--- src/hdl/skt_pkg.sv ---
package skt_pkg;

  // Widths of the fields on the request and response channels.
  localparam int unsigned MODE_W        = 2;
  localparam int unsigned DATA_W        = 16;
  localparam int unsigned STATUS_W      = 2;
  localparam int unsigned ENTRY_COUNT_W = 9;

  // Operation codes carried in the mode field.
  typedef enum logic [MODE_W-1:0] {
    MODE_INSERT = 2'd0,
    MODE_FIND   = 2'd1,
    MODE_CLEAR  = 2'd2
  } mode_e;

  // Response status codes.
  typedef enum logic [STATUS_W-1:0] {
    ST_OK   = 2'd0,
    ST_DUP  = 2'd1,
    ST_FULL = 2'd2,
    ST_MISS = 2'd3
  } status_e;

  // Request payload.
  typedef struct packed {
    logic [MODE_W-1:0] mode;
    logic [DATA_W-1:0] key;
    logic [DATA_W-1:0] ref_key;
    logic [DATA_W-1:0] block_value;
  } req_t;

  // Response payload.
  typedef struct packed {
    status_e                  status;
    logic [DATA_W-1:0]        ref_out;
    logic [DATA_W-1:0]        block_out;
    logic [ENTRY_COUNT_W-1:0] entry_count;
  } rsp_t;

  // Operands broadcast from the controller to every cell of the chain.
  typedef struct packed {
    logic [DATA_W-1:0] key;
    logic [DATA_W-1:0] ref_key;
    logic [DATA_W-1:0] block_value;
    logic              insert;
  } cell_bcast_t;

  // Controller states.
  typedef enum logic [1:0] {
    S_IDLE,
    S_SEARCH,
    S_WAIT,
    S_COMMIT
  } state_e;

endpackage

--- src/hdl/skt_cell.sv ---
module skt_cell #(
  parameter int unsigned IDX   = 0,
  parameter int unsigned KW    = 16,
  parameter int unsigned PW    = 16,
  parameter int unsigned CNT_W = 9
) (
  input  logic                    clk_i,
  input  logic [CNT_W-1:0]        count_i,
  input  skt_pkg::cell_bcast_t    bcast_i,
  input  logic [2*KW+PW-1:0]      left_entry_i,
  input  logic                    left_after_i,
  output logic [2*KW+PW-1:0]      entry_o,
  output logic                    after_o,
  output logic [1+KW+PW-1:0]      leaf_o
);
  import skt_pkg::*;

  logic [KW-1:0] key_q, key_d;
  logic [KW-1:0] ref_q, ref_d;
  logic [PW-1:0] blk_q, blk_d;
  logic [KW-1:0] op_key;
  logic          occupied;
  logic          hit;

  // A cell holds a live entry when its place lies below the fill count.
  assign op_key   = bcast_i.key[KW-1:0];
  assign occupied = (CNT_W'(IDX) < count_i);
  assign hit      = occupied && (key_q == op_key);

  // The cell sits at or after the insert point when it is empty or holds
  // a larger key; the table is sorted, so this flag rises once along the row.
  assign after_o = !occupied || (key_q > op_key);

  assign entry_o = {key_q, ref_q, blk_q};

  // Matching entry for the OR tree; all other cells contribute zero.
  assign leaf_o = {hit, hit ? ref_q : '0, hit ? blk_q : '0};

  // Insert: cells past the insert point take their left neighbor's entry,
  // the cell at the insert point takes the new entry.
  always_comb begin
    key_d = key_q;
    ref_d = ref_q;
    blk_d = blk_q;
    if (bcast_i.insert && after_o) begin
      if (left_after_i) begin
        {key_d, ref_d, blk_d} = left_entry_i;
      end else begin
        key_d = op_key;
        ref_d = bcast_i.ref_key[KW-1:0];
        blk_d = bcast_i.block_value[PW-1:0];
      end
    end
  end

  always_ff @(posedge clk_i) begin
    key_q <= key_d;
    ref_q <= ref_d;
    blk_q <= blk_d;
  end

endmodule

--- config.mk ---
export PLATFORM = sky130hd
export DESIGN_NAME = skt_cell
export DESIGN_NICKNAME = d
export VERILOG_FILES = /design/src/hdl/skt_pkg.sv /design/src/hdl/skt_cell.sv
export SDC_FILE = /design/constraint.sdc
export NUM_CORES = 1
export LEC_CHECK = 0
export ABC_AREA = 1
export BUFFER_PORTS_ARGS = -buffer_cell sky130_fd_sc_hd__buf_2
export CAP_MARGIN = 20
export CORE_UTILIZATION = 30
export DETAILED_ROUTE_END_ITERATION = 8
export SYNTH_ARGS = -nofsm -noshare
export SYNTH_HDL_FRONTEND = slang
export SYNTH_SLANG_ARGS = --single-unit
--- constraint.sdc ---
create_clock -name clk_i -period 11.82 [get_ports clk_i]
set_input_delay 1.773 -clock clk_i [delete_from_list [all_inputs] [get_ports clk_i]]
set_output_delay 1.773 -clock clk_i [all_outputs]
set_load 0.01 [all_outputs]
==> results of run 1 <==
path summary, 6_finish.rpt:
kind,start,to,slack (ns),depth (start not counted)
worst min register to register,key_q[8]$_DFFE_PP_,key_q[10]$_DFFE_PP_,1.30,7
worst min-delay path,key_q[8]$_DFFE_PP_,key_q[10]$_DFFE_PP_,1.30,7
worst max-delay path,bcast_i[44],after_o,6.32,11
worst max register to register,key_q[11]$_DFFE_PP_,ref_q[10]$_DFFE_PP_,8.81,9
cells in the mapped netlist:
cell type / n
inv_1: 57
edfxtp_1: 48
nand2_1: 37
mux2_2: 33
nor2_2: 26
ha_1: 16
o21ai_0: 15
nor2_1: 13
a21oi_1: 5
buf_2: 4
nor2_4: 4
buf_6: 3
a21o_1: 2
clkbuf_1: 2
buf_1: 1
buf_4: 1
nand3_2: 1
nand4_1: 1
nand4_4: 1
nor3_1: 1
or2_1: 1
through the flow:
stage               std cells  area (um^2)  power [mW]
floorplan                 272         2859      0.2542
global placement          581         3916      0.2893
detailed placement        581         3916      0.2908
CTS                       589         4003      0.3912
global route              589         4003      0.4054
finish                    589         4003      0.3851
state kept, by name (all words and copies together) (netlist names):
signal,cells
blk_q,16
ref_q,16
key_q,16
power groups by stage:
| stage | Sequential, mW | Combinational (mW) | Clock (mW) |
|---|---|---|---|
| finish | 0.208 | 0.0775 | 0.0996 |
| CTS | 0.208 | 0.0790 | 0.104 |
| global route | 0.210 | 0.0876 | 0.108 |
| floorplan | 0.218 | 0.0361 | 0 |
| detailed placement | 0.212 | 0.0787 | 0 |
| global placement | 0.212 | 0.0776 | 0 |
logic make-up (layout without fill, tap and decap cells):
group / count (synthesis) / in the layout
simple gates: 85 / 85
buf+inv: 68 / 256
flops: 48 / 48
mux: 33 / 33
compound gates: 22 / 22
fa+ha+maj: 16 / 16
worst max-delay path: stages:
cell	delay, ns
buf_2	0.08
inv_1	0.04
ha_1	0.28
nand2_1	0.05
inv_1	0.08
nand3_2	0.08
nor2_4	0.16
nand4_4	0.58
nand2_1	0.39
inv_1	0.07
buf_2	0.14
cell type report:
cell class              instances  share of cell area, %
clock buffers                   5                  1.719
clock inverters                 3                 0.4376
inverters                      57                  5.345
multi-input cells             156                  28.45
flip-flops and latches         48                  36.01
well taps                     129                  4.033
repair buffers                191                  24.01
layer usage:
| metal | global-route usage (%) | up-vias | wire [um] |
|---|---|---|---|
| met5 | 0 | - | 0 |
| met4 | 5.995 | 0 | 147 |
| met3 | 2.952 | 12 | 355 |
| met2 | 24.57 | 101 | 3414 |
| met1 | 15.59 | 1073 | 2913 |
| li1 | - | 1253 | - |
==> metrics.csv, run 1 <==
stage,metric,value,unit
final_layout,Synth-to-Final Area Change,40.00,%
synth,mux contribution to synthesized area,13.00,%
clock_network,post-cts resize count,0,
synth,main combinational cell family by area after synthesis,simple AND/OR/NAND/NOR gates,
clock_network,H-tree Lvls,2,
clock_network,Num CTS Buffers,5,
final_layout,sequential standard cell area,1441,um^2
sta,Tmin final,5.499,ns
run_status,status,"finished, final reports clean",
final_layout,"commonest non-fill, non-tap cells in the layout","buf_2 (189), inv_1 (57), edfxtp_1 (48), nand2_1 (37), mux2_2 (33)",
pwr,power share of the clock group,25.9,%
worst_setup_path,crit-path max FO,34,
die,area of the die,9924,um^2
drt,Iteration-0 DRC Markers,53,
final_layout,layout cells sized above 1,57.39,%
synth,"Avg Cell Area, Syn",10.51,um^2
sta,worst setup margin,6.321,ns
pwr,Logic pwr share,20.1,%
run,max_cap viols,0,
pwr,Leakage,2.079,nW
clock_network,"Setup Fix Bufs, Post-CTS",0,
worst_setup_path,kind of critical path,in -> out,
sta,Fin. Hold Viols,0,
clock_network,CTS clock-pin slew for the worst setup and hold paths,0.10,ns
synth,"Cell Area, Synth",2859,um^2
sta,fin crit share,46.52,%
sta,fmax,181.9,MHz
grt,largest net degree at the start of global routing,64,
synth,Adder-Cell Fraction of Synth Area,7.002,%
drt,post-DR wirelength/cell,11.60,um
synth,Synth area leader,edfxtp_1,
synth,xor/xnor cell area share of the yosys netlist,0,%
synth,Synth Instances,272,
grt,first-pass GRT wire length,10.68,mm
synth,post-synthesis simple-gate area fraction,15.54,%
hold_path,Tightest Hold Check Type,reg -> reg,
sta,worst slew pin tran,0.7653,ns
pwr,Pwr Density,96.20,nW/um^2
sta,Slew HR,48.88,%
die,Ports,190,
clock_network,Num Clock Sinks,48,
synth,"Seq/Total Area, Yosys",50.42,%
placement,hpwl dp,5.427,mm
placement,IO buf count,189,
drt,Post-DRT Antenna Nets,0,
pwr,Reg power frac,54.0,%
die,Row Count,35,
placement,dpl ws,6.265,ns
clock_network,CTS tree,built,
clock_network,Max Buffers Root-to-Sink,2,
synth,Netlist cell types,21,
worst_setup_path,Setup crit start kind,input pin,
synth,Synth top area share,50.42,%
sta,setup_tns,0,ns
final_layout,"commonest non-fill, non-tap cell in the layout",buf_2,
drt,DRT Wirelength,6.831,mm
pwr,sw frac,26.90,%
grt,via count of the first global-routing pass,2322,
drt,vias per cell,4.141,
pwr,Net Sw Power,103.6,uW
sta,Setup-failing EPs final,0,
grt,All-Layer GR Usage,13.68,%
sta,unrepaired setup endpoints after global routing,false,
synth,Synth Net Count,396,
die,DIE WIDTH,99.62,um
clock_network,"Clk Latency, worst-skew pair",0.30,ns
worst_setup_path,CP Data Required Time,10.05,ns
final_layout,Finished Core Util,43.32,%
clock_network,Post-CTS Hold Fix Bufs,0,
drt,via count,2439,
grt,initial antenna violation count,0,
die,Placeable Area,9240,um^2
pwr,maximum vdd ir drop,54.84,uV
die,DIE HEIGHT,99.62,um
final_layout,n_diodes,0,
synth,Synth Area in Compound Gates,4.026,%
worst_setup_path,crit end category,primary output,
drt,drt drc,0,
grt,gr ovfl total,0,
worst_setup_path,Critical Path AT,3.73,ns
drt,drt pass-1 iters,4,
placement,RePlAce Congestion,0.7151,
final_layout,Final #Nets,583,
sta,Worst Hold Margin,1.302,ns
sta,Max Slew Vio Count,0,
die,Starting Density,30.94,%
synth,Seq cells post-synth,48,
final_layout,area occupied by multi-input gates,1139,um^2
sta,clk_skew,0.01392,ns
pwr,internal power,281.5,uW
clock_network,clock root cell,clkbuf_8,
final_layout,Filler Cells Inserted,923,
synth,Ys Warns,0,
synth,Synth area leaders,"edfxtp_1 (50%), mux2_2 (13%), inv_1 (7.5%)",
Note: power is estimated with default switching activity, not from simulation.
==> run 2, diff against run 1 <==
==> constraint.sdc (replaced) <==
create_clock -name clk_i -period 4.6 [get_ports clk_i]
set_input_delay 0.69 -clock clk_i [delete_from_list [all_inputs] [get_ports clk_i]]
set_output_delay 0.69 -clock clk_i [all_outputs]
set_load 0.01 [all_outputs]
==> run 2 against run 1 <==
Effect of this change: clock skew is 0.0028 ns lower; worst hold slack lost 0.63 ns; register-to-register slack got worse by 6.9 ns; final cell count stayed put; combinational power rose to 2.6 times the previous value; largest cell class unchanged; sequential power rose to 2.6 times the previous value; worst setup slack lost 5.0 ns; sequential share of layout area shrank 0.13 points; final area increased by 0.38%; total power rose to 2.6 times the previous value; critical path depth down 2; clock power rose by 150%.
==> metrics.csv, run 2 (same netlist as run 1, synthesis figures left out) <==
stage,metric,value,unit
run_status,status,"finished, final reports clean",
placement,IO buf count,189,
die,Row Count,35,
worst_setup_path,kind of critical path,in -> out,
final_layout,layout cells sized above 1,57.61,%
sta,setup_tns,0,ns
grt,first-pass GRT wire length,10.72,mm
clock_network,clock root cell,clkbuf_8,
drt,post-DR wirelength/cell,11.59,um
sta,clk_skew,0.01117,ns
final_layout,Filler Cells Inserted,936,
final_layout,area occupied by multi-input gates,1139,um^2
clock_network,Post-CTS Hold Fix Bufs,0,
drt,vias per cell,4.161,
drt,drt drc,0,
pwr,power after layout,983.0,uW
final_layout,sequential standard cell area,1441,um^2
final_layout,"commonest non-fill, non-tap cell in the layout",buf_2,
final_layout,Finished Core Util,43.48,%
clock_network,"Setup Fix Bufs, Post-CTS",0,
die,Starting Density,30.94,%
sta,Worst Hold Margin,0.6755,ns
clock_network,Num CTS Buffers,5,
die,DIE WIDTH,99.62,um
worst_setup_path,Critical Path AT,2.58,ns
drt,DRT Wirelength,6.826,mm
run,max_cap viols,0,
grt,via count of the first global-routing pass,2269,
worst_setup_path,CP Data Required Time,3.91,ns
sta,Setup-failing EPs final,0,
worst_setup_path,Worst R2R Start,key_q[11]$_DFFE_PP_,
sta,fin crit share,71.08,%
worst_setup_path,R2R cell count,9,
final_layout,Final Non-Filler Cells,589,
clock_network,H-tree Lvls,2,
worst_setup_path,Setup crit start kind,input pin,
worst_setup_path,R2R Path End,ref_q[15]$_DFFE_PP_,
clock_network,post-cts resize count,0,
die,DIE HEIGHT,99.62,um
placement,dpl ws,1.293,ns
final_layout,"commonest non-fill, non-tap cells in the layout","buf_2 (189), inv_1 (57), edfxtp_1 (48), nand2_1 (37), mux2_2 (33)",
pwr,maximum vdd ir drop,143.7,uV
worst_setup_path,Setup crit start,bcast_i[48],
grt,All-Layer GR Usage,13.77,%
worst_setup_path,crit-path max FO,24,
sta,Max Slew Vio Count,0,
final_layout,top flop regs,"blk_q (16), key_q (16), ref_q (16)",
clock_network,Max Buffers Root-to-Sink,2,
pwr,Leakage,2.081,nW
die,Placeable Area,9240,um^2
die,Ports,190,
grt,largest net degree at the start of global routing,42,
clock_network,"Clk Latency, worst-skew pair",0.30,ns
grt,initial antenna violation count,0,
die,area of the die,9924,um^2
drt,drt pass-1 iters,4,
placement,hpwl dp,5.532,mm
sta,worst slew pin tran,0.8459,ns
sta,Slew HR,43.61,%
final_layout,Final #Nets,584,
final_layout,Synth-to-Final Area Change,40.53,%
final_layout,n_diodes,0,
clock_network,CTS tree,built,
clock_network,CTS clock-pin slew for the worst setup and hold paths,0.09,ns
placement,dpl cells,582,
sta,worst setup margin,1.330,ns
drt,Post-DRT Antenna Nets,0,
drt,via count,2451,
clock_network,Num Clock Sinks,48,
placement,Area after DPL,3936,um^2
placement,RePlAce Congestion,0.7214,
sta,unrepaired setup endpoints after global routing,false,
worst_setup_path,Critical Path Sink,leaf_o[2],
drt,Iteration-0 DRC Markers,50,
final_layout,Final Cell Area,4018,um^2
grt,gr ovfl total,0,
worst_setup_path,"reg-to-reg slack, setup",1.91,ns
sta,fmax,305.8,MHz
worst_setup_path,crit end category,primary output,
sta,Tmin final,3.270,ns
hold_path,Tightest Hold Check Type,in -> reg,
sta,Fin. Hold Viols,0,
pwr,Pwr Density,244.7,nW/um^2
run 2: changes by cell type in the layout (fill, tap and decap cells not counted):
cell        before  now
buf_12           0    1
clkinv_1         1    0
clkinvlp_4       0    1
inv_6            1    0
run 2: critical path, stage by stage:
cell     delay (ns)
buf_2          0.08
inv_1          0.06
ha_1           0.31
nand4_1        0.17
nor2_4         0.18
nand4_4        0.45
buf_4          0.40
nor2_2         0.09
buf_2          0.13
run 2: worst min path at each step:
stage,slack [ns],from,to,cells after the start
2_1_floorplan,0.88,left_entry_i[46],key_q[14]$_DFFE_PP_,2
3_3_place_gp,0.97,left_entry_i[35],key_q[3]$_DFFE_PP_,3
3_5_place_dp,0.98,left_entry_i[33],key_q[1]$_DFFE_PP_,3
4_1_cts,0.66,left_entry_i[33],key_q[1]$_DFFE_PP_,3
5_1_grt,0.67,left_entry_i[36],key_q[4]$_DFFE_PP_,3
6_report,0.68,left_entry_i[36],key_q[4]$_DFFE_PP_,3
run 2: layer usage:
layer,up-vias,track usage (%),routed length [um],share of wire (%)
li1,1252,-,-,-
met1,1102,15.75,2870,42
met2,92,25.48,3465,51
met3,5,3.303,435,6.4
met4,0,3.733,55,0.81
met5,-,0,0,0
run 2: cell type report:
cell class | count | share of cell area (%)
clock buffer | 5 | 1.713
clock inverter | 2 | 0.3114
inverter | 57 | 5.325
multi-input combinational | 156 | 28.34
sequential | 48 | 35.88
tap | 129 | 4.017
timing repair buffer | 192 | 24.42
run 2: report_power, final:
part	switching, mW	internal, mW
Clock	0.143	0.103
Sequential	0.0135	0.521
Combinational	0.104	0.0974
Total	0.261	0.722
==> run 3, diff against run 2 <==
==> constraint.sdc (replaced) <==
create_clock -name clk_i -period 3.2 [get_ports clk_i]
set_input_delay 0.48 -clock clk_i [delete_from_list [all_inputs] [get_ports clk_i]]
set_output_delay 0.48 -clock clk_i [all_outputs]
set_load 0.01 [all_outputs]
==> run 3 against run 2 <==
Effect of this change: die area stayed put; sequential cell count stayed put; worst hold slack worse by 0.23 ns; clock skew hardly changed; count of clock-buffer cells in the layout stayed put; worst setup slack worse by 0.96 ns; sequential power is 44% higher; wire length is 3.3% higher; sequential share of layout area is 0.40 points lower.
==> metrics.csv, run 3 (same netlist as run 1, synthesis figures left out) <==
stage,metric,value,unit
grt,largest net degree at the start of global routing,49,
worst_setup_path,Worst path max stage delay,0.41,ns
drt,drt pass-1 iters,4,
clock_network,CTS tree,built,
drt,vias per cell,4.137,
sta,Slew HR,53.26,%
final_layout,"commonest non-fill, non-tap cell in the layout",buf_2,
clock_network,Post-CTS Hold Fix Bufs,0,
sta,fmax,353.8,MHz
sta,unrepaired setup endpoints after global routing,false,
worst_setup_path,CP Cell Sequence,"ha_1, nand2_1, inv_1, nand3_2, nor2_4, nand4_4, buf_4, nor2_2, buf_2",
sta,Fin. Hold Viols,0,
drt,post-DR wirelength/cell,11.91,um
clock_network,CTS clock-pin slew for the worst setup and hold paths,0.10,ns
final_layout,"commonest non-fill, non-tap cells in the layout","buf_2 (189), inv_1 (57), edfxtp_1 (48), nand2_1 (37), mux2_2 (33)",
die,DIE HEIGHT,99.62,um
worst_setup_path,slowest CP cell,edfxtp_1,
worst_setup_path,crit end category,primary output,
sta,Setup-failing EPs final,0,
grt,met1 Use GR,16.87,%
clock_network,"Setup Fix Bufs, Post-CTS",0,
die,DIE WIDTH,99.62,um
sta,clk_skew,0.01164,ns
pwr,Leakage,2.105,nW
final_layout,top flop regs,"blk_q (16), key_q (16), ref_q (16)",
die,Ports,190,
placement,Area after DPL,3951,um^2
sta,Tmin final,2.826,ns
final_layout,Final Cell Area,4063,um^2
worst_setup_path,Critical Path AT,2.35,ns
sta,worst slew pin tran,0.7010,ns
worst_setup_path,critical path's top delay family,simple AND/OR/NAND/NOR gates,
pwr,Pwr Density,368.9,nW/um^2
final_layout,n_diodes,0,
drt,DRT Wirelength,7.053,mm
pwr,maximum vdd ir drop,146.7,uV
worst_setup_path,crit-path max FO,17,
final_layout,Final #Nets,586,
worst_setup_path,"Buf+Inv Stages, Crit Path",3,
drt,Post-DRT Antenna Nets,0,
grt,first-pass GRT wire length,11.07,mm
run,max_cap viols,0,
clock_network,Max Buffers Root-to-Sink,2,
clock_network,post-cts resize count,0,
die,area of the die,9924,um^2
grt,met3 Use GR,2.881,%
drt,via count,2449,
die,Row Count,35,
die,Placeable Area,9240,um^2
clock_network,H-tree Lvls,2,
die,Starting Density,30.94,%
final_layout,layout cells sized above 1,57.67,%
placement,hpwl dp,5.680,mm
grt,via count of the first global-routing pass,2374,
placement,RePlAce Congestion,0.7378,
worst_setup_path,kind of critical path,reg -> out,
run_status,status,"finished, final reports clean",
sta,Max Slew Vio Count,0,
sta,fin crit share,88.32,%
worst_setup_path,Setup crit start kind,register,
grt,met2 Use GR,25.96,%
final_layout,Synth-to-Final Area Change,42.10,%
worst_setup_path,CP Data Required Time,2.72,ns
sta,setup_tns,0,ns
drt,drt drc,0,
grt,gr ovfl total,0,
drt,Iteration-0 DRC Markers,79,
grt,GRT Max-Usage Layer,met2,
clock_network,clock root cell,clkbuf_8,
clock_network,Num Clock Sinks,48,
grt,All-Layer GR Usage,14.29,%
placement,IO buf count,189,
grt,initial antenna violation count,0,
hold_path,Tightest Hold Check Type,in -> reg,
clock_network,"Clk Latency, worst-skew pair",0.30,ns
pwr,power after layout,1.499,mW
clock_network,Num CTS Buffers,5,
-- run 3: path summary, 6_finish.rpt --
| check | from | end | slack, ns | cells past startpoint |
|---|---|---|---|---|
| hold reg to reg | key_q[9]$_DFFE_PP_ | blk_q[15]$_DFFE_PP_ | 1.39 | 8 |
| setup reg to reg | key_q[11]$_DFFE_PP_ | key_q[7]$_DFFE_PP_ | 0.95 | 9 |
| hold / removal | left_entry_i[43] | key_q[11]$_DFFE_PP_ | 0.45 | 3 |
| setup / recovery | key_q[11]$_DFFE_PP_ | leaf_o[13] | 0.37 | 9 |
-- run 3: final cells by class --
type                    count  area [um^2]
multi-input cells         156         1139
well taps                 129        161.4
inverters                  57        214.0
clock inverters             3        42.54
clock buffers               5        68.82
flip-flops and latches     48         1441
fillers                   950         5177
repair buffers            194        996.0
-- run 3: per-layer routing --
| layer | part of all wire, % | vias up | wire [um] |
|---|---|---|---|
| met5 | 0 | - | 0 |
| met1 | 41 | 1095 | 2924 |
| met4 | 1.5 | 0 | 104 |
| li1 | - | 1256 | - |
| met2 | 52 | 90 | 3670 |
| met3 | 5.0 | 8 | 353 |
-- run 3: worst reg2reg max path: stages, from the launching register on --
cell	delay (ns)
edfxtp_1	0.41
ha_1	0.31
nand2_1	0.06
inv_1	0.08
nand3_2	0.08
nor2_4	0.15
nand4_4	0.33
nand2_1	0.28
nor2_4	0.05
buf_12	0.18
-- run 3: where the power goes --
part / internal [mW] / leakage (nW) / total, mW / switching (mW)
registers: 0.750 / 0.448 / 0.770 / 0.0207
logic: 0.140 / 1.60 / 0.288 / 0.148
clock network: 0.232 / 0.0558 / 0.440 / 0.208
-- run 3: metrics by stage --
step / worst slack (ns) / utilization, % / hold slack, ns / instances
3_5_place_dp: 0.4793 / 42.76 / 0.7669 / 584
5_1_grt: 0.2145 / 43.97 / 0.4561 / 592
2_1_floorplan: 0.2007 / - / 0.6671 / 272
4_1_cts: 0.3194 / 43.97 / 0.4378 / 592
3_3_place_gp: 0.5547 / 42.76 / 0.7577 / 584
6_report: 0.3738 / 43.97 / 0.4477 / 592
